<file path="config.mk">
export PLATFORM = sky130hd
export DESIGN_NAME = serial_frame_detector_core_flat
export DESIGN_NICKNAME = d
export VERILOG_FILES = /design/src/design/sfd_pkg.sv /design/src/design/sfd_byte_if.sv /design/src/design/sfd_result_if.sv /design/src/design/sfd_cfg_if.sv /design/src/design/sfd_cell.sv /design/src/design/sfd_out_buf.sv /design/src/design/serial_frame_detector_core.sv /design/src/flat_wrapper.sv
export SDC_FILE = /design/constraint.sdc
export NUM_CORES = 1
export LEC_CHECK = 0
export ABC_CLOCK_PERIOD_IN_PS = 13300
export BUFFER_PORTS_ARGS = -buffer_cell sky130_fd_sc_hd__buf_2
export CORE_MARGIN = 1
export CORE_UTILIZATION = 39
export CTS_CLUSTER_SIZE = 25
export DETAILED_ROUTE_END_ITERATION = 10
export RECOVER_POWER = 50
export SLEW_MARGIN = 25
export SYNTH_ARGS = -nofsm -noshare
export SYNTH_HDL_FRONTEND = slang
export SYNTH_HIERARCHICAL = 1
export SYNTH_SLANG_ARGS = --single-unit
</file>
<file path="constraint.sdc">
create_clock -name clk -period 13.3 [get_ports clk]
set_clock_uncertainty 0.15 [all_clocks]
set_input_delay 2.66 -clock clk [delete_from_list [all_inputs] [get_ports clk]]
set_output_delay 2.66 -clock clk [all_outputs]
set_load 0.01 [all_outputs]
</file>
<file path="src/design/sfd_pkg.sv">
`timescale 1ns / 1ps
// ----------------------------------------------------------------------------
// sfd_pkg
// Shared types and constants of the serial frame detector.
// ----------------------------------------------------------------------------
package sfd_pkg;

  localparam int unsigned ByteWidth    = 8;
  localparam int unsigned WinDepth     = 19;
  localparam int unsigned PatternBytes = 5;
  localparam int unsigned PatternWidth = PatternBytes * ByteWidth;
  localparam int unsigned AddrWidth    = 16;
  localparam int unsigned CfgIdxWidth  = 2;
  localparam int unsigned CfgDataWidth = PatternWidth;

  // Window positions, oldest byte at position zero.
  localparam int unsigned StartPos     = 0;
  localparam int unsigned RecipientPos = 5;
  localparam int unsigned SenderPos    = 7;
  localparam int unsigned CommandPos   = 9;
  localparam int unsigned DataPos      = 10;
  localparam int unsigned EndPos       = 14;

  typedef logic [ByteWidth-1:0]    byte_t;
  typedef logic [PatternWidth-1:0] pattern_t;
  typedef logic [AddrWidth-1:0]    addr_t;
  typedef logic [CfgIdxWidth-1:0]  cfg_idx_t;
  typedef logic [CfgDataWidth-1:0] cfg_data_t;

  typedef enum logic [1:0] {
    StatusAccepted = 2'd0,
    StatusChecksum = 2'd1,
    StatusOther    = 2'd2
  } status_t;

  localparam cfg_idx_t CfgStartPattern = 2'd0;
  localparam cfg_idx_t CfgEndPattern   = 2'd1;
  localparam cfg_idx_t CfgOwnAddress   = 2'd2;
  localparam cfg_idx_t CfgBcastAddress = 2'd3;

  localparam addr_t BcastReset = '1;

  typedef struct packed {
    status_t status;
    addr_t   recipient;
    addr_t   sender;
    byte_t   command;
    byte_t   data_first;
    byte_t   data_second;
    byte_t   data_third;
    byte_t   data_fourth;
  } result_t;

  // Byte k of a pattern, the first sent byte in the top bits.
  function automatic byte_t pattern_byte(pattern_t pat, int unsigned k);
    pattern_byte = pat[(PatternBytes - 1 - k) * ByteWidth +: ByteWidth];
  endfunction

endpackage

</file>
<file path="src/design/sfd_byte_if.sv">
`timescale 1ns / 1ps
// ----------------------------------------------------------------------------
// sfd_byte_if
// Handshake channel that carries one received byte per transaction.
// ----------------------------------------------------------------------------
interface sfd_byte_if;
  import sfd_pkg::*;

  logic  valid;
  logic  ready;
  byte_t rx_byte;

  modport source (output valid, output rx_byte, input ready);
  modport sink (input valid, input rx_byte, output ready);
endinterface

</file>
<file path="src/design/sfd_result_if.sv">
`timescale 1ns / 1ps
// ----------------------------------------------------------------------------
// sfd_result_if
// Handshake channel that carries one detected frame per transaction.
// ----------------------------------------------------------------------------
interface sfd_result_if;
  import sfd_pkg::*;

  logic    valid;
  logic    ready;
  status_t status;
  addr_t   recipient;
  addr_t   sender;
  byte_t   command;
  byte_t   data_first;
  byte_t   data_second;
  byte_t   data_third;
  byte_t   data_fourth;

  modport source (
    output valid, output status, output recipient, output sender, output command,
    output data_first, output data_second, output data_third, output data_fourth,
    input ready
  );
  modport sink (
    input valid, input status, input recipient, input sender, input command,
    input data_first, input data_second, input data_third, input data_fourth,
    output ready
  );
endinterface

</file>
<file path="src/design/sfd_cfg_if.sv">
`timescale 1ns / 1ps
// ----------------------------------------------------------------------------
// sfd_cfg_if
// Register write channel: one register index and its data per transaction.
// ----------------------------------------------------------------------------
interface sfd_cfg_if;
  import sfd_pkg::*;

  logic      valid;
  logic      ready;
  cfg_idx_t  reg_index;
  cfg_data_t wdata;

  modport source (output valid, output reg_index, output wdata, input ready);
  modport sink (input valid, input reg_index, input wdata, output ready);
endinterface

</file>
<file path="src/design/sfd_cell.sv">
`timescale 1ns / 1ps
// ----------------------------------------------------------------------------
// sfd_cell
// One byte stage of the receive window with its pattern compare.
// ----------------------------------------------------------------------------
module sfd_cell (
  input  logic           clk,
  input  logic           rst,
  input  logic           shift_en,
  input  sfd_pkg::byte_t din,
  input  sfd_pkg::byte_t expect_byte,
  input  logic           care,
  output sfd_pkg::byte_t dout,
  output logic           match
);
  import sfd_pkg::*;

  byte_t stage_byte;

  always_ff @(posedge clk) begin
    if (rst) begin
      stage_byte <= '0;
    end else if (shift_en) begin
      stage_byte <= din;
    end
  end

  assign dout  = stage_byte;
  assign match = !care || (stage_byte == expect_byte);
endmodule

</file>
<file path="src/design/sfd_out_buf.sv">
`timescale 1ns / 1ps
// ----------------------------------------------------------------------------
// sfd_out_buf
// Two-entry output buffer: a result register backed by a skid register.
// ----------------------------------------------------------------------------
module sfd_out_buf (
  input  logic             clk,
  input  logic             rst,
  input  logic             push,
  input  sfd_pkg::result_t push_data,
  output logic             full,
  sfd_result_if.source     frame
);
  import sfd_pkg::*;

  logic    out_valid;
  logic    skid_valid;
  result_t out_data;
  result_t skid_data;
  logic    out_fire;

  assign out_fire = out_valid && frame.ready;
  assign full     = skid_valid;

  always_ff @(posedge clk) begin
    if (rst) begin
      out_valid  <= 1'b0;
      skid_valid <= 1'b0;
    end else if (skid_valid) begin
      if (out_fire) begin
        skid_valid <= 1'b0;
      end
    end else if (push) begin
      if (!out_valid || out_fire) begin
        out_valid <= 1'b1;
      end else begin
        skid_valid <= 1'b1;
      end
    end else if (out_fire) begin
      out_valid <= 1'b0;
    end
  end

  always_ff @(posedge clk) begin
    if (skid_valid) begin
      if (out_fire) begin
        out_data <= skid_data;
      end
    end else if (push) begin
      if (!out_valid || out_fire) begin
        out_data <= push_data;
      end else begin
        skid_data <= push_data;
      end
    end
  end

  assign frame.valid       = out_valid;
  assign frame.status      = out_data.status;
  assign frame.recipient   = out_data.recipient;
  assign frame.sender      = out_data.sender;
  assign frame.command     = out_data.command;
  assign frame.data_first  = out_data.data_first;
  assign frame.data_second = out_data.data_second;
  assign frame.data_third  = out_data.data_third;
  assign frame.data_fourth = out_data.data_fourth;
endmodule

</file>
<file path="src/design/serial_frame_detector_core.sv">
`timescale 1ns / 1ps
// ----------------------------------------------------------------------------
// serial_frame_detector_core
// Frame detector over a sliding window of received bytes with XOR checksum.
// Throughput is one byte per cycle while the output buffer is not full, set by
// the 19-cell window shift; a frame result is pushed as its last byte is accepted.
// A two-entry output buffer keeps bytes flowing while one result is stalled.
// Synchronous reset clears the window and the checksum and loads the register
// reset values.
// ----------------------------------------------------------------------------
module serial_frame_detector_core (
  input  logic         clk,
  input  logic         rst,
  sfd_cfg_if.sink      cfg,
  sfd_byte_if.sink     rx,
  sfd_result_if.source frame
);
  import sfd_pkg::*;

  pattern_t start_pattern;
  pattern_t end_pattern;
  addr_t    own_address;
  addr_t    bcast_address;

  byte_t             win [WinDepth];
  byte_t             expect_bytes [WinDepth];
  logic [WinDepth-1:0] care_mask;
  logic [WinDepth-1:0] cell_match;
  byte_t             xsum;
  logic              accept;
  logic              buf_full;
  logic              cmd_ok;
  logic              hit;
  addr_t             rcpt;
  result_t           res;

  assign cfg.ready = 1'b1;

  always_ff @(posedge clk) begin
    if (rst) begin
      start_pattern <= '0;
      end_pattern   <= '0;
      own_address   <= '0;
      bcast_address <= BcastReset;
    end else if (cfg.valid) begin
      unique case (cfg.reg_index)
        CfgStartPattern: start_pattern <= cfg.wdata;
        CfgEndPattern:   end_pattern   <= cfg.wdata;
        CfgOwnAddress:   own_address   <= cfg.wdata[AddrWidth-1:0];
        CfgBcastAddress: bcast_address <= cfg.wdata[AddrWidth-1:0];
        default: ;
      endcase
    end
  end

  assign rx.ready = !buf_full;
  assign accept   = rx.valid && rx.ready;

  always_comb begin
    for (int unsigned k = 0; k < WinDepth; k++) begin
      expect_bytes[k] = '0;
      care_mask[k]    = 1'b0;
    end
    for (int unsigned k = 0; k < PatternBytes; k++) begin
      expect_bytes[StartPos + k] = pattern_byte(start_pattern, k);
      care_mask[StartPos + k]    = 1'b1;
      expect_bytes[EndPos + k]   = pattern_byte(end_pattern, k);
      care_mask[EndPos + k]      = 1'b1;
    end
  end

  for (genvar g = 0; g < WinDepth; g++) begin : g_cell
    byte_t cell_din;
    if (g == WinDepth - 1) begin : g_head
      assign cell_din = rx.rx_byte;
    end else begin : g_body
      assign cell_din = win[g + 1];
    end
    sfd_cell u_cell (
      .clk         (clk),
      .rst         (rst),
      .shift_en    (accept),
      .din         (cell_din),
      .expect_byte (expect_bytes[g]),
      .care        (care_mask[g]),
      .dout        (win[g]),
      .match       (cell_match[g])
    );
  end

  // Running XOR of the stored window: the byte entering is added, the oldest leaves.
  always_ff @(posedge clk) begin
    if (rst) begin
      xsum <= '0;
    end else if (accept) begin
      xsum <= xsum ^ rx.rx_byte ^ win[StartPos];
    end
  end

  assign cmd_ok = (win[CommandPos] != pattern_byte(start_pattern, 0))
               && (win[CommandPos] != pattern_byte(start_pattern, PatternBytes - 1))
               && (win[CommandPos] != pattern_byte(end_pattern, 0))
               && (win[CommandPos] != pattern_byte(end_pattern, PatternBytes - 1));
  assign hit  = (&cell_match) && cmd_ok;
  assign rcpt = {win[RecipientPos], win[RecipientPos + 1]};

  always_comb begin
    if (xsum != rx.rx_byte) begin
      res.status = StatusChecksum;
    end else if (rcpt != own_address && rcpt != bcast_address) begin
      res.status = StatusOther;
    end else begin
      res.status = StatusAccepted;
    end
    res.recipient   = rcpt;
    res.sender      = {win[SenderPos], win[SenderPos + 1]};
    res.command     = win[CommandPos];
    res.data_first  = win[DataPos];
    res.data_second = win[DataPos + 1];
    res.data_third  = win[DataPos + 2];
    res.data_fourth = win[DataPos + 3];
  end

  sfd_out_buf u_out_buf (
    .clk       (clk),
    .rst       (rst),
    .push      (accept && hit),
    .push_data (res),
    .full      (buf_full),
    .frame     (frame)
  );
endmodule
</file>
<file path="src/flat_wrapper.sv">
// flat-port wrapper written by rule: the top's interface ports become plain ports
module serial_frame_detector_core_flat import sfd_pkg::*;
  (clk, rst, cfg_valid, cfg_reg_index, cfg_wdata, cfg_ready, rx_valid, rx_rx_byte, rx_ready, frame_valid, frame_status, frame_recipient, frame_sender, frame_command, frame_data_first, frame_data_second, frame_data_third, frame_data_fourth, frame_ready);
  sfd_cfg_if cfg_i ();
  sfd_byte_if rx_i ();
  sfd_result_if frame_i ();
  input  logic clk;
  input  logic rst;
  input wire logic [$bits(cfg_i.valid)-1:0] cfg_valid;
  input wire logic [$bits(cfg_i.reg_index)-1:0] cfg_reg_index;
  input wire logic [$bits(cfg_i.wdata)-1:0] cfg_wdata;
  output wire logic [$bits(cfg_i.ready)-1:0] cfg_ready;
  input wire logic [$bits(rx_i.valid)-1:0] rx_valid;
  input wire logic [$bits(rx_i.rx_byte)-1:0] rx_rx_byte;
  output wire logic [$bits(rx_i.ready)-1:0] rx_ready;
  output wire logic [$bits(frame_i.valid)-1:0] frame_valid;
  output wire logic [$bits(frame_i.status)-1:0] frame_status;
  output wire logic [$bits(frame_i.recipient)-1:0] frame_recipient;
  output wire logic [$bits(frame_i.sender)-1:0] frame_sender;
  output wire logic [$bits(frame_i.command)-1:0] frame_command;
  output wire logic [$bits(frame_i.data_first)-1:0] frame_data_first;
  output wire logic [$bits(frame_i.data_second)-1:0] frame_data_second;
  output wire logic [$bits(frame_i.data_third)-1:0] frame_data_third;
  output wire logic [$bits(frame_i.data_fourth)-1:0] frame_data_fourth;
  input wire logic [$bits(frame_i.ready)-1:0] frame_ready;
  assign cfg_i.valid = cfg_valid;
  assign cfg_i.reg_index = cfg_reg_index;
  assign cfg_i.wdata = cfg_wdata;
  assign cfg_ready = cfg_i.ready;
  assign rx_i.valid = rx_valid;
  assign rx_i.rx_byte = rx_rx_byte;
  assign rx_ready = rx_i.ready;
  assign frame_valid = frame_i.valid;
  assign frame_status = frame_i.status;
  assign frame_recipient = frame_i.recipient;
  assign frame_sender = frame_i.sender;
  assign frame_command = frame_i.command;
  assign frame_data_first = frame_i.data_first;
  assign frame_data_second = frame_i.data_second;
  assign frame_data_third = frame_i.data_third;
  assign frame_data_fourth = frame_i.data_fourth;
  assign frame_i.ready = frame_ready;
  serial_frame_detector_core u_core (.clk(clk), .rst(rst), .cfg(cfg_i), .rx(rx_i), .frame(frame_i));
endmodule
</file>
### Word-level counts from Yosys, hierarchy flattened

Index checks and enable logic that the tools add are counted.

* memories kept: 0
* memory bits (read-only): 0
* RAM bits: 0
* output and inout bits: 77
* latch bits: 0
* register bits: 422

* $add $sub $neg: 0
* div/mod/pow operators: 0
* bitwise operators: 4
* $lt $le $gt $ge: 0
* equal/unequal tests: 22
* multiply operators: 0
* shift-type cells: 0
* multiplexer cells: 13
* reductions and logical operators: 23

Operators with widths (number)
* 74-bit 2-to-1 mux: 4
* 8-bit equality test: 10
* 8-bit inequality test: 5
* 16-bit inequality test: 2
* 8-bit XOR: 2
* 10-bit AND reduction: 1
* 3-bit AND reduction: 3
* 1-bit logical AND: 8
* 2-bit AND reduction: 4
* 1-bit 2-to-1 mux: 7
* 2-bit nonzero test: 3
* 2-bit equality test, second input constant: 2
* 2-bit 2-to-1 mux: 2
* 2-bit by 1-bit inequality test with 1-bit output, second input constant: 2
* 2-bit by 1-bit equality test with 1-bit output, second input constant: 1
* 1-bit logical NOT: 2
* 2-bit logical NOT: 1
* 1-bit inverter: 2
* 1-bit logical OR: 1

### Depth between registers and ports, before layout

* depth in word-level cells: 8
* gate-level depth with buffers: 9
* mapped depth without buffers: 9

### Cells and area by module

Netlist, hierarchy kept.

Modules (own cells, without submodules)
* sfd_cell: cells an instance 37, times used 19, sequential area each 160.2 um^2, area an instance 372.9 um^2
* sfd_out_buf: cells an instance 243, times used 1, sequential area each 4484.3 um^2, area an instance 5484.0 um^2
* serial_frame_detector_core: cells an instance 655, times used 1, sequential area each 2402.3 um^2, area an instance 5190.0 um^2

### Worst setup path before layout

No wires, ideal clock.

* path kind: input to register
* start point: input port rx_valid
* end point: register u_core.u_out_buf.out_data, in the netlist u_core/u_out_buf/frame.command[0], enable pin
* setup slack: 5.473 ns
* arrival: 7.146 ns
* data required time: 12.619 ns
* buffers on the path: 1
* setup time: 0.531 ns
* stages: 7
* path through: nand2b_1 -> clkbuf_1 -> nor2_1 -> nand2_1 -> nor3_1 -> mux2i_1 -> a21oi_1

* cells in the longest elaborated chain, start to end: 4

RTL lines
* start, declared: line flat_wrapper.sv:13 `input wire logic [$bits(rx_i.valid)-1:0] rx_valid;`
* 1-bit logical AND: line serial_frame_detector_core.sv:57 `assign accept = rx.valid && rx.ready;`
* 1-bit logical AND: line serial_frame_detector_core.sv:127 `.push (accept && hit),`
* 2-bit nonzero test (no line)
* 3-bit AND reduction (no line)
* end signal, assigned: line sfd_out_buf.sv:47 `out_data <= skid_data;`
* end signal, assigned: line sfd_out_buf.sv:51 `out_data <= push_data;`
* end, declared: line sfd_out_buf.sv:18 `result_t out_data;`

Every way passes these cells.
A chain may end at the register's enable or synchronous reset.

==> key figures <==
Worst setup path
  • Slowest-stage cell, CP: clkbuf_1
  • WS Path Type: input pin to register
  • Startpoint types: input pin
  • WP data arrival: 6.30 ns
  • CP Capture Type: register
  • CP cell instances: buf_6, clkbuf_1, nand2b_1, o32ai_2
  • Crit path max fanout: 119
  • Buffers & Inverters on Critical Path: 2
  • Cell family with most CP delay: buffers and inverters
  • Worst EP required: roughly 13 ns
  • Crit-path max cell delay: 2.49 ns

Synthesis
  • Syn Area/Cell: 11.09 sq um
  • Count leader, synth: dfxtp_1
  • Top cell type's share of synthesized area: 0.3089
  • EDFF count, synth: 148
  • Seq/Total Area, Yosys: 0.5591
  • Commonest cells in the netlist: dfxtp_1, nand2_1, xnor2_1, nor2_1, mux2i_1
  • Cell area after synthesis: ~18000 sq um
  • Biggest area consumer among synthesized cells: dfxtp_1
  • #FFs+latches synth: about 420
  • Post-synth ARST share: 0
  • Synth top area cells: dfxtp_1, edfxtp_1, xnor2_1, mux2i_1, nand2_1
  • Synth Flop Type: dfxtp_1
  • Synth Warn #: 6
  • Post-Synthesis Cells: roughly 1600
  • Yosys cell types: 38

Timing
  • Setup TNS: 0 ns
  • Max-slew violations: 233
  • Worst-margin pin slew: 4.167 ns
  • Worst slew margin: -1.778
  • Final setup fails: 0
  • Fin crit period: between 6 and 7 ns
  • Hold Violations, Final: 0
  • Unrepaired setup endpoints after global routing: no
  • Hold slack final: 0.3173 ns
  • Achievable clock frequency: around 0.16 GHz
  • Period utilisation layout: 0.4608

Final layout
  • Inserted Diodes: 0
  • Layout Cells excl Fill: 2410
  • Synth-to-layout area growth: 14.44%
  • Final core utilization: 0.4556
  • Fin nets: 1838
  • Layout cells sized above 1: 0.1023
  • Fillers: around 4200

Run
  • Max-cap viol count: 4

Global routing
  • Number of global-route vias before repair: 11481
  • Initial antenna violation count: 0
  • Pin count of the biggest net entering global routing: 120
  • First-pass GRT wire length: around 66000 um
  • Overflow left after global routing: 0
  • Gr usage total: 0.1822

Placed design
  • # port buffers: 130
  • Placed Cells: between 2000 and 2500
  • GP Congestion: 0.8199
  • DP Wirelength: around 28000 um

Clock tree
  • Post-CTS setup buffer count: 0
  • H-tree depth: 2
  • CTS clk-pin slew, worst paths: 0.06 ns
  • Clock buffer depth: 3
  • Hold-fix buffers, CTS: 0
  • CTS tree: yes
  • Root Driver: clkbuf_16
  • Number of buffers created by CTS: 45
  • Post-cts gate resize count: 0
  • Clock Sinks: around 420
  • Clk_lat worst skew: 0.56 ns

Route
  • Vias per inst: 4.836
  • Remaining DRCs: 0
  • Vias: 11655
  • 1st-pass router iterations: 5
  • Drt initial violations: 682
  • Drt total wl: 41880 um
  • Routed length per instance: roughly 17 um
  • Post-route ant nets: 0

Power and ir drop
  • Switching part of the total: 0.2198
  • Pwr Total: between 2000 and 3000 uW
  • Peak supply drop: 0.1001 mV
  • Sequential power share: 0.500
  • Comb pwr share: 0.051
  • Clk pwr share: 0.449
  • Pwr/cell area: 133.7 nW/um^2
  • Pleak: 0.007375 uW
  • Psw: 597.3 uW
  • Int Pwr: 2120 uW

Die
  • # IOs: 132
  • Starting Density: 0.3981
  • Row cnt: between 70 and 80
  • Die height: 215.4 um
  • CORE AREA: 44610 sq um
  • Die W: 215.4 um
  • Die area: approximately 46000 sq um

Worst hold path
  • Worst min-delay path class: register to register

Status
  • Failing checks: max-capacitance violations, max-slew violations
  • Status: finished with violations
==> registers in the layout, indices dropped and copies added (netlist names), 16 cells and up <==
| signal | cells |
|---|---|
| u_core/u_out_buf/frame.recipient | 16 |
| u_core/start_pattern | 40 |
| u_core/bcast_address | 16 |
| u_core/u_out_buf/skid_data | 74 |
| u_core/u_out_buf/frame.sender | 16 |
| u_core/own_address | 16 |
| u_core/g_cell.u_cell/dout | 152 |
| u_core/end_pattern | 40 |
==> cells by family (layout without fill, tap and decap cells) <==
logic type | after synthesis | in the layout | share of synthesized area
muxes | 227 | 227 | 0.1344
buffers and inverters | 99 | 226 | 0.03403
AOI/OAI and AO/OA | 137 | 137 | 0.03953
xor gates and xnor gates | 232 | 232 | 0.1144
other | 2 | 92 | 0.0004229
and+or+nand+nor | 482 | 482 | 0.1180
DFF | 422 | 422 | 0.5591
==> power by group through the flow <==
stage	clock network, uW	logic (uW)	registers [uW]
floorplan	0	106	1380
detailed placement	0	137	1390
global placement	0	134	1390
finish	1220	138	1360
CTS	1250	138	1360
global route	1310	153	1360
==> through the flow <==
stage	setup slack (ns)	instance area, sq um
global route	6.843	20320
global placement	7.910	19010
floorplan	5.473	18100
CTS	8.302	20460
detailed placement	7.703	19010
finish	7.171	20320
==> layout make-up <==
class | count | area, sq um | area share
well taps | 592 | 740.7 | 0.03645
clock inverters | 16 | 133.9 | 0.006588
clock buffers | 66 | 1308 | 0.06434
flip-flops and latches | 422 | 9930 | 0.4886
inverters | 4 | 22.52 | 0.001108
repair buffers | 140 | 620.6 | 0.03054
multi-input cells | 1170 | 7567 | 0.3724
==> worst reg2reg max path, stage by stage, from the launching register on <==
cell and delay [ns]:
dfxtp_1 0.55, clkbuf_1 2.97, mux2_2 0.58
==> cell usage in the layout (no fill, tap or decap), drive strengths merged <==
cell and n:
mux2 74, and3b 1, o32ai 1, nor2 154
or3 8, inv 6, nand4 58, clkinv 12
and3 1, nor4 5, mux2i 153, or3b 1
or2 1, conb 92, bufinv 2, a211oi 1
clkbuf 147, dfxtp 274, nor3 2, nor2b 1
o22ai 2, nor3b 1, nand2 227, xnor2 224
nand3b 17, o21ai 27, buf 59, nand3 2
xor2 8, a21oi 106, nand2b 2, and4bb 1
edfxtp 148
==> layer usage <==
metal  routed length, um  track usage  vias to the layer above
li1                    -            -                     5743
met2               18970       0.2868                      214
met3                1597      0.02396                       60
met5                   0            0                        -
met4                 922      0.05768                        0
met1               20380       0.2592                     5638
==> final timing paths <==
path              slack [ns]  cells past startpoint                     start                               endpoint
setup / recovery        7.17                      4                       rst           u_core/u_out_buf/frame.valid
hold / removal          0.32                      2  u_core/start_pattern[14]               u_core/start_pattern[14]
setup reg to reg        8.79                      2     u_core/u_out_buf/full  u_core/u_out_buf/frame.data_fourth[3]
hold reg to reg         0.32                      2  u_core/start_pattern[14]               u_core/start_pattern[14]
Note: power is estimated with default switching activity, not from simulation.
